`config.mk`:
```
export PLATFORM = sky130hd
export DESIGN_NAME = bam_multiplex_display_scanner
export DESIGN_NICKNAME = d
export VERILOG_FILES = /design/src/rtl/bmds_pkg.sv /design/src/rtl/bam_multiplex_display_scanner.sv /design/src/rtl/bmds_ram.sv /design/src/rtl/bmds_ctrl.sv /design/src/rtl/bmds_out.sv
export SDC_FILE = /design/constraint.sdc
export NUM_CORES = 2
export LEC_CHECK = 0
export BUFFER_PORTS_ARGS = -buffer_cell sky130_fd_sc_hd__clkbuf_2
export CORE_UTILIZATION = 50
export CTS_BUF_LIST = sky130_fd_sc_hd__clkbuf_4
export DETAILED_ROUTE_END_ITERATION = 8
export PLACE_DENSITY = 0.68
export SYNTH_ARGS = -nofsm -noshare
export SYNTH_HDL_FRONTEND = slang
export SYNTH_SLANG_ARGS = --single-unit
```
`constraint.sdc`:
```
create_clock -name i_clk -period 4.35 [get_ports i_clk]
set_input_delay 0.87 -clock i_clk [delete_from_list [all_inputs] [get_ports i_clk]]
set_output_delay 0.87 -clock i_clk [all_outputs]
set_load 0.01 [all_outputs]
```
`src/rtl/bmds_pkg.sv`:
```
// ============================================================================
// bmds_pkg
// Shared types and constants of the multiplexed display scanner.
// ============================================================================
package bmds_pkg;

    localparam int CMD_W      = 2;
    localparam int DIGIT_W    = 4;
    localparam int PLANE_W    = 3;
    localparam int WORD_W     = 24;
    localparam int BASE_W     = 16;
    localparam int CFG_IDX_W  = 1;
    localparam int CFG_DATA_W = 24;
    localparam int S_TDATA_W  = 40;
    localparam int M_TDATA_W  = 32;

    typedef enum logic [CMD_W-1:0] {
        CMD_TICK  = 2'd0,
        CMD_WRITE = 2'd1,
        CMD_SWAP  = 2'd2
    } t_cmd;

    typedef enum logic [CFG_IDX_W-1:0] {
        REG_BASE_TICKS  = 1'b0,
        REG_DOT_PATTERN = 1'b1
    } t_cfg_reg;

    // slot start request handed from the command stage to the output stage
    typedef struct packed {
        logic               valid;
        logic [DIGIT_W-1:0] digit;
        logic [PLANE_W-1:0] plane;
        logic               blank;
        logic               blink;
    } t_emit;

endpackage

```
`src/rtl/bam_multiplex_display_scanner.sv`:
```
// ============================================================================
// bam_multiplex_display_scanner
// Double-buffered bit-angle-modulation scanner for a multiplexed display.
// ============================================================================
// Takes one command transfer per clock unless stalled: a tick, a write of one
// word into the hidden buffer, or a buffer swap. The tick that starts a slot
// emits one result, the active word for the current digit and plane, which is
// registered in the frame store's read port and then in the output register.
// Writes and swaps never emit. The slot then lasts base_ticks << plane ticks,
// at least one; planes step first, then digits. Both buffers live in one RAM
// of 2 x DIGITS x PLANES words; a valid flag per entry, cleared by reset,
// makes never-written entries read as zero, so no clearing pass is needed
// after reset. The input side stalls only when the output register is full
// and the sink holds tready low. Configuration (base_ticks, dot_pattern) is
// for the user to write only while idle; the block does not enforce it.
// ============================================================================
module bam_multiplex_display_scanner
    import bmds_pkg::*;
#(
    parameter int DIGITS = 9,
    parameter int PLANES = 6
) (
    input  logic                  i_clk,
    input  logic                  i_rst_n,
    // stream in
    input  logic                  i_s_axis_tvalid,
    output logic                  o_s_axis_tready,
    // [3:0] digit_sel, [6:4] plane_sel, [30:7] word_in, [31] blank,
    // [32] blink, [39:33] zero
    input  logic [S_TDATA_W-1:0]  i_s_axis_tdata,
    // [1:0] command
    input  logic [CMD_W-1:0]      i_s_axis_tuser,
    // stream out
    output logic                  o_m_axis_tvalid,
    input  logic                  i_m_axis_tready,
    // [23:0] frame_word, [27:24] digit_now, [30:28] plane_now, [31] zero
    output logic [M_TDATA_W-1:0]  o_m_axis_tdata,
    // config write port: index 0 base_ticks, 1 dot_pattern
    input  logic                  i_cfg_we,
    input  logic [CFG_IDX_W-1:0]  i_cfg_addr,
    input  logic [CFG_DATA_W-1:0] i_cfg_wdata
);

    localparam int ENTRIES = 2 * DIGITS * PLANES;
    localparam int AW      = $clog2(ENTRIES);

    logic [BASE_W-1:0] r_base_ticks;
    logic [WORD_W-1:0] r_dot_pattern;

    logic               w_accept;
    logic               w_ram_we;
    logic [AW-1:0]      w_ram_waddr;
    logic [WORD_W-1:0]  w_ram_wdata;
    logic               w_ram_re;
    logic [AW-1:0]      w_ram_raddr;
    logic [WORD_W-1:0]  w_ram_rdata;
    t_emit              w_emit;
    logic               w_ent_valid;
    logic [WORD_W-1:0]  w_frame_word;
    logic [DIGIT_W-1:0] w_digit_now;
    logic [PLANE_W-1:0] w_plane_now;

    // ---- configuration registers
    always_ff @(posedge i_clk) begin
        if (!i_rst_n) begin
            r_base_ticks  <= BASE_W'(1);
            r_dot_pattern <= '0;
        end else if (i_cfg_we) begin
            unique case (t_cfg_reg'(i_cfg_addr))
                REG_BASE_TICKS:  r_base_ticks  <= i_cfg_wdata[BASE_W-1:0];
                REG_DOT_PATTERN: r_dot_pattern <= i_cfg_wdata[WORD_W-1:0];
                default: begin
                end
            endcase
        end
    end

    // transfer on the input side
    assign w_accept = i_s_axis_tvalid && o_s_axis_tready;

    // ---- command decode, counters, addressing
    bmds_ctrl #(
        .DIGITS (DIGITS),
        .PLANES (PLANES)
    ) u_ctrl (
        .i_clk        (i_clk),
        .i_rst_n      (i_rst_n),
        .i_accept     (w_accept),
        .i_cmd        (i_s_axis_tuser),
        .i_digit_sel  (i_s_axis_tdata[3:0]),
        .i_plane_sel  (i_s_axis_tdata[6:4]),
        .i_word       (i_s_axis_tdata[30:7]),
        .i_blank      (i_s_axis_tdata[31]),
        .i_blink      (i_s_axis_tdata[32]),
        .i_base_ticks (r_base_ticks),
        .o_ram_we     (w_ram_we),
        .o_ram_waddr  (w_ram_waddr),
        .o_ram_wdata  (w_ram_wdata),
        .o_ram_re     (w_ram_re),
        .o_ram_raddr  (w_ram_raddr),
        .o_emit       (w_emit),
        .o_ent_valid  (w_ent_valid)
    );

    // ---- frame store, both halves
    bmds_ram #(
        .WIDTH (WORD_W),
        .DEPTH (ENTRIES)
    ) u_frame_ram (
        .i_clk   (i_clk),
        .i_we    (w_ram_we),
        .i_waddr (w_ram_waddr),
        .i_wdata (w_ram_wdata),
        .i_re    (w_ram_re),
        .i_raddr (w_ram_raddr),
        .o_rdata (w_ram_rdata)
    );

    // ---- read return, blanking, output register
    bmds_out #(
        .DIGITS (DIGITS)
    ) u_out (
        .i_clk         (i_clk),
        .i_rst_n       (i_rst_n),
        .i_emit        (w_emit),
        .i_ent_valid   (w_ent_valid),
        .i_rd_data     (w_ram_rdata),
        .i_dot_pattern (r_dot_pattern),
        .o_in_ready    (o_s_axis_tready),
        .o_valid       (o_m_axis_tvalid),
        .i_ready       (i_m_axis_tready),
        .o_word        (w_frame_word),
        .o_digit       (w_digit_now),
        .o_plane       (w_plane_now)
    );

    assign o_m_axis_tdata = {1'b0, w_plane_now, w_digit_now, w_frame_word};

endmodule

```
`src/rtl/bmds_ram.sv`:
```
// ============================================================================
// bmds_ram
// Generic single-port-write, single-port-read RAM with registered read data.
// ============================================================================
module bmds_ram #(
    parameter int WIDTH = 24,
    parameter int DEPTH = 108,
    localparam int AW = (DEPTH > 1) ? $clog2(DEPTH) : 1
) (
    input  logic             i_clk,
    input  logic             i_we,
    input  logic [AW-1:0]    i_waddr,
    input  logic [WIDTH-1:0] i_wdata,
    input  logic             i_re,
    input  logic [AW-1:0]    i_raddr,
    output logic [WIDTH-1:0] o_rdata
);

    logic [WIDTH-1:0] r_mem [DEPTH];
    logic [WIDTH-1:0] r_rdata;

    always_ff @(posedge i_clk) begin
        if (i_we) begin
            r_mem[i_waddr] <= i_wdata;
        end
        if (i_re) begin
            r_rdata <= r_mem[i_raddr];
        end
    end

    assign o_rdata = r_rdata;

endmodule

```
`src/rtl/bmds_ctrl.sv`:
```
// ============================================================================
// bmds_ctrl
// Command decode, scan counters, slot countdown and frame store addressing.
// ============================================================================
module bmds_ctrl
    import bmds_pkg::*;
#(
    parameter int DIGITS = 9,
    parameter int PLANES = 6,
    localparam int ENTRIES = 2 * DIGITS * PLANES,
    localparam int AW = $clog2(ENTRIES)
) (
    input  logic               i_clk,
    input  logic               i_rst_n,
    input  logic               i_accept,
    input  logic [CMD_W-1:0]   i_cmd,
    input  logic [DIGIT_W-1:0] i_digit_sel,
    input  logic [PLANE_W-1:0] i_plane_sel,
    input  logic [WORD_W-1:0]  i_word,
    input  logic               i_blank,
    input  logic               i_blink,
    input  logic [BASE_W-1:0]  i_base_ticks,
    output logic               o_ram_we,
    output logic [AW-1:0]      o_ram_waddr,
    output logic [WORD_W-1:0]  o_ram_wdata,
    output logic               o_ram_re,
    output logic [AW-1:0]      o_ram_raddr,
    output t_emit              o_emit,
    output logic               o_ent_valid
);

    localparam int HALF = DIGITS * PLANES;
    localparam int CW   = BASE_W + PLANES - 1;

    logic               r_active;
    logic [DIGIT_W-1:0] r_digit;
    logic [PLANE_W-1:0] r_plane;
    logic [CW-1:0]      r_countdown;
    logic [ENTRIES-1:0] r_valid;

    logic               n_active;
    logic [DIGIT_W-1:0] n_digit;
    logic [PLANE_W-1:0] n_plane;
    logic [CW-1:0]      n_countdown;
    logic [ENTRIES-1:0] n_valid;

    t_cmd          w_cmd;
    logic          w_in_range;
    logic          w_we;
    logic          w_emit;
    logic [CW-1:0] w_len;
    logic [CW-1:0] w_reload;
    logic [AW-1:0] w_raddr;
    logic [AW-1:0] w_waddr;

    assign w_cmd = t_cmd'(i_cmd);

    assign w_in_range = ({1'b0, i_digit_sel} < (DIGIT_W + 1)'(DIGITS)) &&
                        ({1'b0, i_plane_sel} < (PLANE_W + 1)'(PLANES));

    // active half is read, hidden half is written
    assign w_raddr = AW'(32'(r_active) * HALF + 32'(r_digit) * PLANES + 32'(r_plane));
    assign w_waddr = AW'(32'(!r_active) * HALF + 32'(i_digit_sel) * PLANES
                         + 32'(i_plane_sel));

    assign w_len    = CW'(i_base_ticks) << r_plane;
    assign w_reload = (w_len == '0) ? '0 : w_len - CW'(1);

    always_comb begin
        w_we        = 1'b0;
        w_emit      = 1'b0;
        n_active    = r_active;
        n_digit     = r_digit;
        n_plane     = r_plane;
        n_countdown = r_countdown;
        n_valid     = r_valid;
        if (i_accept) begin
            unique case (w_cmd)
                CMD_TICK: begin
                    if (r_countdown != '0) begin
                        n_countdown = r_countdown - CW'(1);
                    end else begin
                        w_emit      = 1'b1;
                        n_countdown = w_reload;
                        if (r_plane == PLANE_W'(PLANES - 1)) begin
                            n_plane = '0;
                            n_digit = (r_digit == DIGIT_W'(DIGITS - 1)) ? '0
                                                                         : r_digit + 1'b1;
                        end else begin
                            n_plane = r_plane + 1'b1;
                        end
                    end
                end
                CMD_WRITE: begin
                    if (w_in_range) begin
                        w_we             = 1'b1;
                        n_valid[w_waddr] = 1'b1;
                    end
                end
                CMD_SWAP: begin
                    n_active = !r_active;
                end
                default: begin
                end
            endcase
        end
    end

    always_ff @(posedge i_clk) begin
        if (!i_rst_n) begin
            r_active    <= 1'b0;
            r_digit     <= '0;
            r_plane     <= '0;
            r_countdown <= '0;
            r_valid     <= '0;
        end else begin
            r_active    <= n_active;
            r_digit     <= n_digit;
            r_plane     <= n_plane;
            r_countdown <= n_countdown;
            r_valid     <= n_valid;
        end
    end

    assign o_ram_we    = w_we;
    assign o_ram_waddr = w_waddr;
    assign o_ram_wdata = i_word;
    assign o_ram_re    = w_emit;
    assign o_ram_raddr = w_raddr;

    // never-written entries read as zero
    assign o_ent_valid = r_valid[w_raddr];

    assign o_emit.valid = w_emit;
    assign o_emit.digit = r_digit;
    assign o_emit.plane = r_plane;
    assign o_emit.blank = i_blank;
    assign o_emit.blink = i_blink;

endmodule

```
`src/rtl/bmds_out.sv`:
```
// ============================================================================
// bmds_out
// Read-return stage and output register; applies blanking and the blink dot.
// ============================================================================
module bmds_out
    import bmds_pkg::*;
#(
    parameter int DIGITS = 9
) (
    input  logic               i_clk,
    input  logic               i_rst_n,
    input  t_emit              i_emit,
    input  logic               i_ent_valid,
    input  logic [WORD_W-1:0]  i_rd_data,
    input  logic [WORD_W-1:0]  i_dot_pattern,
    output logic               o_in_ready,
    output logic               o_valid,
    input  logic               i_ready,
    output logic [WORD_W-1:0]  o_word,
    output logic [DIGIT_W-1:0] o_digit,
    output logic [PLANE_W-1:0] o_plane
);

    t_emit              r_s1;
    logic               r_s1_ent;
    logic               r_o_valid;
    logic [WORD_W-1:0]  r_o_word;
    logic [DIGIT_W-1:0] r_o_digit;
    logic [PLANE_W-1:0] r_o_plane;

    logic              w_move;
    logic [WORD_W-1:0] w_word;

    assign w_move     = !r_o_valid || i_ready;
    assign o_in_ready = !r_s1.valid || w_move;

    always_comb begin
        if (r_s1.blank) begin
            w_word = (r_s1.blink && r_s1.digit == DIGIT_W'(DIGITS - 1)) ? i_dot_pattern
                                                                         : '0;
        end else begin
            w_word = r_s1_ent ? i_rd_data : '0;
        end
    end

    always_ff @(posedge i_clk) begin
        if (!i_rst_n) begin
            r_s1      <= '0;
            r_o_valid <= 1'b0;
        end else begin
            if (o_in_ready) begin
                r_s1 <= i_emit;
            end
            if (w_move) begin
                r_o_valid <= r_s1.valid;
            end
        end
    end

    always_ff @(posedge i_clk) begin
        if (o_in_ready) begin
            r_s1_ent <= i_ent_valid;
        end
        if (w_move && r_s1.valid) begin
            r_o_word  <= w_word;
            r_o_digit <= r_s1.digit;
            r_o_plane <= r_s1.plane;
        end
    end

    assign o_valid = r_o_valid;
    assign o_word  = r_o_word;
    assign o_digit = r_o_digit;
    assign o_plane = r_o_plane;

endmodule

```
==> results_dict.tcl <==
set metrics [dict create \
    crit_required_ns 5.49 \
    die_y_um 471 \
    syn_nets 4959 \
    path_max_fanout 17 \
    setup_viol 0 \
    finalSetupTns_ns 0 \
    synth_area_leaders "edfxtp_1 (72%), mux4_2 (18%), dfxtp_1 (3.4%)" \
    p_leak_nw 41.1 \
    final_common_cell "edfxtp_1" \
    vias 56000 \
    routed_wl_mm 281 \
    drive_above_1_share_pct 42.7 \
    clock_skew_ns 0.117 \
    grt_pass1_wl_mm 402 \
    htreeDepth 6 \
    ir_drop_uv 343 \
    gr-total-overflow 0 \
    drv_slew 0 \
    async_flop_share_pct 0 \
    ys_types 66 \
    io_pins 106 \
    antenna_found_initial 22 \
    grt_pass1_vias 57700 \
    cts.clk_slew.worst_paths_ns 0.07 \
    cts_tree "done" \
    fin_util_pct 59.4 \
    relSlewSlack_pct 18.1 \
    worstSetupStartpointType "flop" \
    path_cells "inv_2 -> ha_4 -> inv_2 -> fa_1 -> inv_2 -> ha_4 -> inv_2 -> fa_4 -> buf_12 -> buf_12 -> mux4_2 -> mux4_2 -> mux2_2" \
    ys_seq_elements 2836 \
    gp_congestion 0.864 \
    cts_buffer_depth 4 \
    finalHoldViolCount 0 \
    multi_input_area_mm2 0.0263 \
    status "complete, no violations" \
    core_area_mm2 0.218 \
    final_antenna_net_count 0 \
    vias_per_cell 6.05 \
    layout_common_cells "edfxtp_1 (2648), clkbuf_4 (1081), mux4_2 (875), buf_4 (232), buf_12 (225)" \
    insertion_delay_ns 1.47 \
    dr.pass1.iters 5 \
    synth_top_area_cell "edfxtp_1" \
    crit_arrival_ns 5.43 \
    port_buffers 97 \
    synth_edf_count 2648 \
    ys_seq_area_share_pct 75.8 \
    cap_violations 0 \
    hold_slack_ns 0.0980 \
    initial_utilization_pct 50.5 \
    die_area_mm2 0.222 \
    p_per_area_mw_per_mm2 436 \
    syn_to_final_growth_pct 17.7 \
    rsz0062_at_grt "true" \
    fp-row-count 171 \
    hold_path_class "in -> reg" \
    worstSetupPathType "reg -> reg" \
    yosys_most_used_dff "edfxtp_1" \
    wl_per_cell_um 30.3 \
    crit_top_cell "inv_2" \
    syn_avg_cell_area_um2 22.6 \
    grt_usage_pct 25.6 \
    yosysWarningCount 0 \
    cpPeakStageDelay_ns 0.89 \
    netlist_area_mm2 0.110 \
    drt_iter0_markers 5975 \
    drc_errors 0 \
    numCtsBuffers 711 \
    cp-end-kind "flop" \
    dpl_worst_slack_ns -0.0507 \
    synth_top_area_share_pct 72.3 \
    fmax_mhz 233 \
    post-route-period-util_pct 98.5 \
    grt_start_max_net_pins 101 \
    fin_ws_ns 0.0645 \
    fillers 15500 \
    clock_sink_count 2836 \
    syn_inst 4854 \
    worst_pin_slew_ns 1.23 \
    finish.net_count 5984 \
    die_w_um 471 \
    regArea_mm2 0.0833 \
    cts_root_buffer "clkbuf_4" \
    hpwlAfterDp_mm 172 \
    min_period_ns 4.29 \
    slowest_stage "fa_4" \
]
[kinds of logic (layout without fill, tap and decap cells)]
logic type,after synthesis,in the layout,share of synthesized area (%)
other,1,21,0.00341
AOI/OAI and AO/OA,268,268,1.79
buffers and inverters,289,1823,1.09
adders and majority gates,33,33,0.430
muxes,973,973,18.9
DFF,2836,2836,75.8
xor gates and xnor gates,38,38,0.303
and+or+nand+nor,416,416,1.72
[cells in the mapped netlist, drive strengths merged, types with 25 or more instances]
library cell / n
edfxtp: 2648
mux4: 875
ha: 25
a21boi: 50
nor2b: 34
dfxtp: 188
o21a: 110
nor2: 148
nand2: 147
buf: 86
inv: 25
mux2: 57
clkbuf: 177
mux2i: 41
[final timing paths]
check | slack (ns) | cells after the start | endpoint | start
worst min register to register | 0.43 | 0 | u_out.o_plane[2]$_DFFE_PP_ | u_out.r_s1[4]$_SDFFE_PN0N_
worst min-delay path | 0.1 | 1 | u_frame_ram.r_mem[70][13]$_DFFE_PP_ | i_s_axis_tdata[20]
worst max register to register | 0.06 | 13 | u_frame_ram.o_rdata[5]$_DFFE_PP_ | u_ctrl.r_digit[0]$_SDFFE_PN0P_
worst max-delay path | 0.06 | 13 | u_frame_ram.o_rdata[5]$_DFFE_PP_ | u_ctrl.r_digit[0]$_SDFFE_PN0P_
[metal layers]
metal | share of wire (%) | vias up | global-route usage [%]
met5 | 0.023 | - | 0
met4 | 2.8 | 8 | 8.87
met3 | 8.9 | 427 | 6.11
li1 | - | 23100 | -
met2 | 49 | 2642 | 40.3
met1 | 40 | 29900 | 35.2
[critical path, delay by kind of cell (launching register included)]
family / cells / cell delay (ns)
adders and majority gates: 4 / 1.74
muxes: 3 / 1.35
buffers and inverters: 6 / 0.54
DFF: 1 / 0.33
[cell type report]
type | instances | area share (%)
Antenna cell | 20 | 0.0387
Clock buffer | 1081 | 6.27
Clock inverter | 141 | 0.649
Inverter | 26 | 0.0754
Multi-Input combinational cell | 1729 | 20.3
Sequential cell | 2836 | 64.4
Tap cell | 2854 | 2.76
Timing Repair Buffer | 575 | 5.49
[state kept, by name (all words and copies together), names as in the netlist]
signal               cells
u_frame_ram.r_mem     2592
u_ctrl.r_valid         108
r_dot_pattern           24
u_frame_ram.o_rdata     24
u_out.o_word            24
u_ctrl.r_countdown      21
r_base_ticks            16
u_out.r_s1              10
u_ctrl.r_digit           4
u_out.o_digit            4
u_ctrl.r_plane           3
u_out.o_plane            3
u_ctrl.r_active          1
u_out.o_valid            1
u_out.r_s1_ent           1
[through the flow]
stage          total power, mW  instances  cell area (um^2)
2_1_floorplan             32.7       4854            110000
3_3_place_gp              34.8       7969            120000
3_5_place_dp              34.8       7969            120000
4_1_cts                   56.9       9234            129000
5_1_grt                   58.5       9255            129000
6_report                  56.4       9262            129000
[repair_timing]
action                                  4_1_cts  5_1_grt
cloned                                        0        1
hold buffers                                 41        0
hold endpoints to repair                    281        0
gates resized for setup                       1       12
pin swaps                                     1        3
setup buffers                                 2        7
endpoints found under the setup margin       22       16
[power by group]
| group | total, mW | internal [mW] | switching [mW] |
|---|---|---|---|
| logic | 4.30 | 1.81 | 2.49 |
| registers | 30.0 | 29.9 | 0.0784 |
| clock network | 22.2 | 11.8 | 10.3 |
Power figures use the tool's default switching activity.
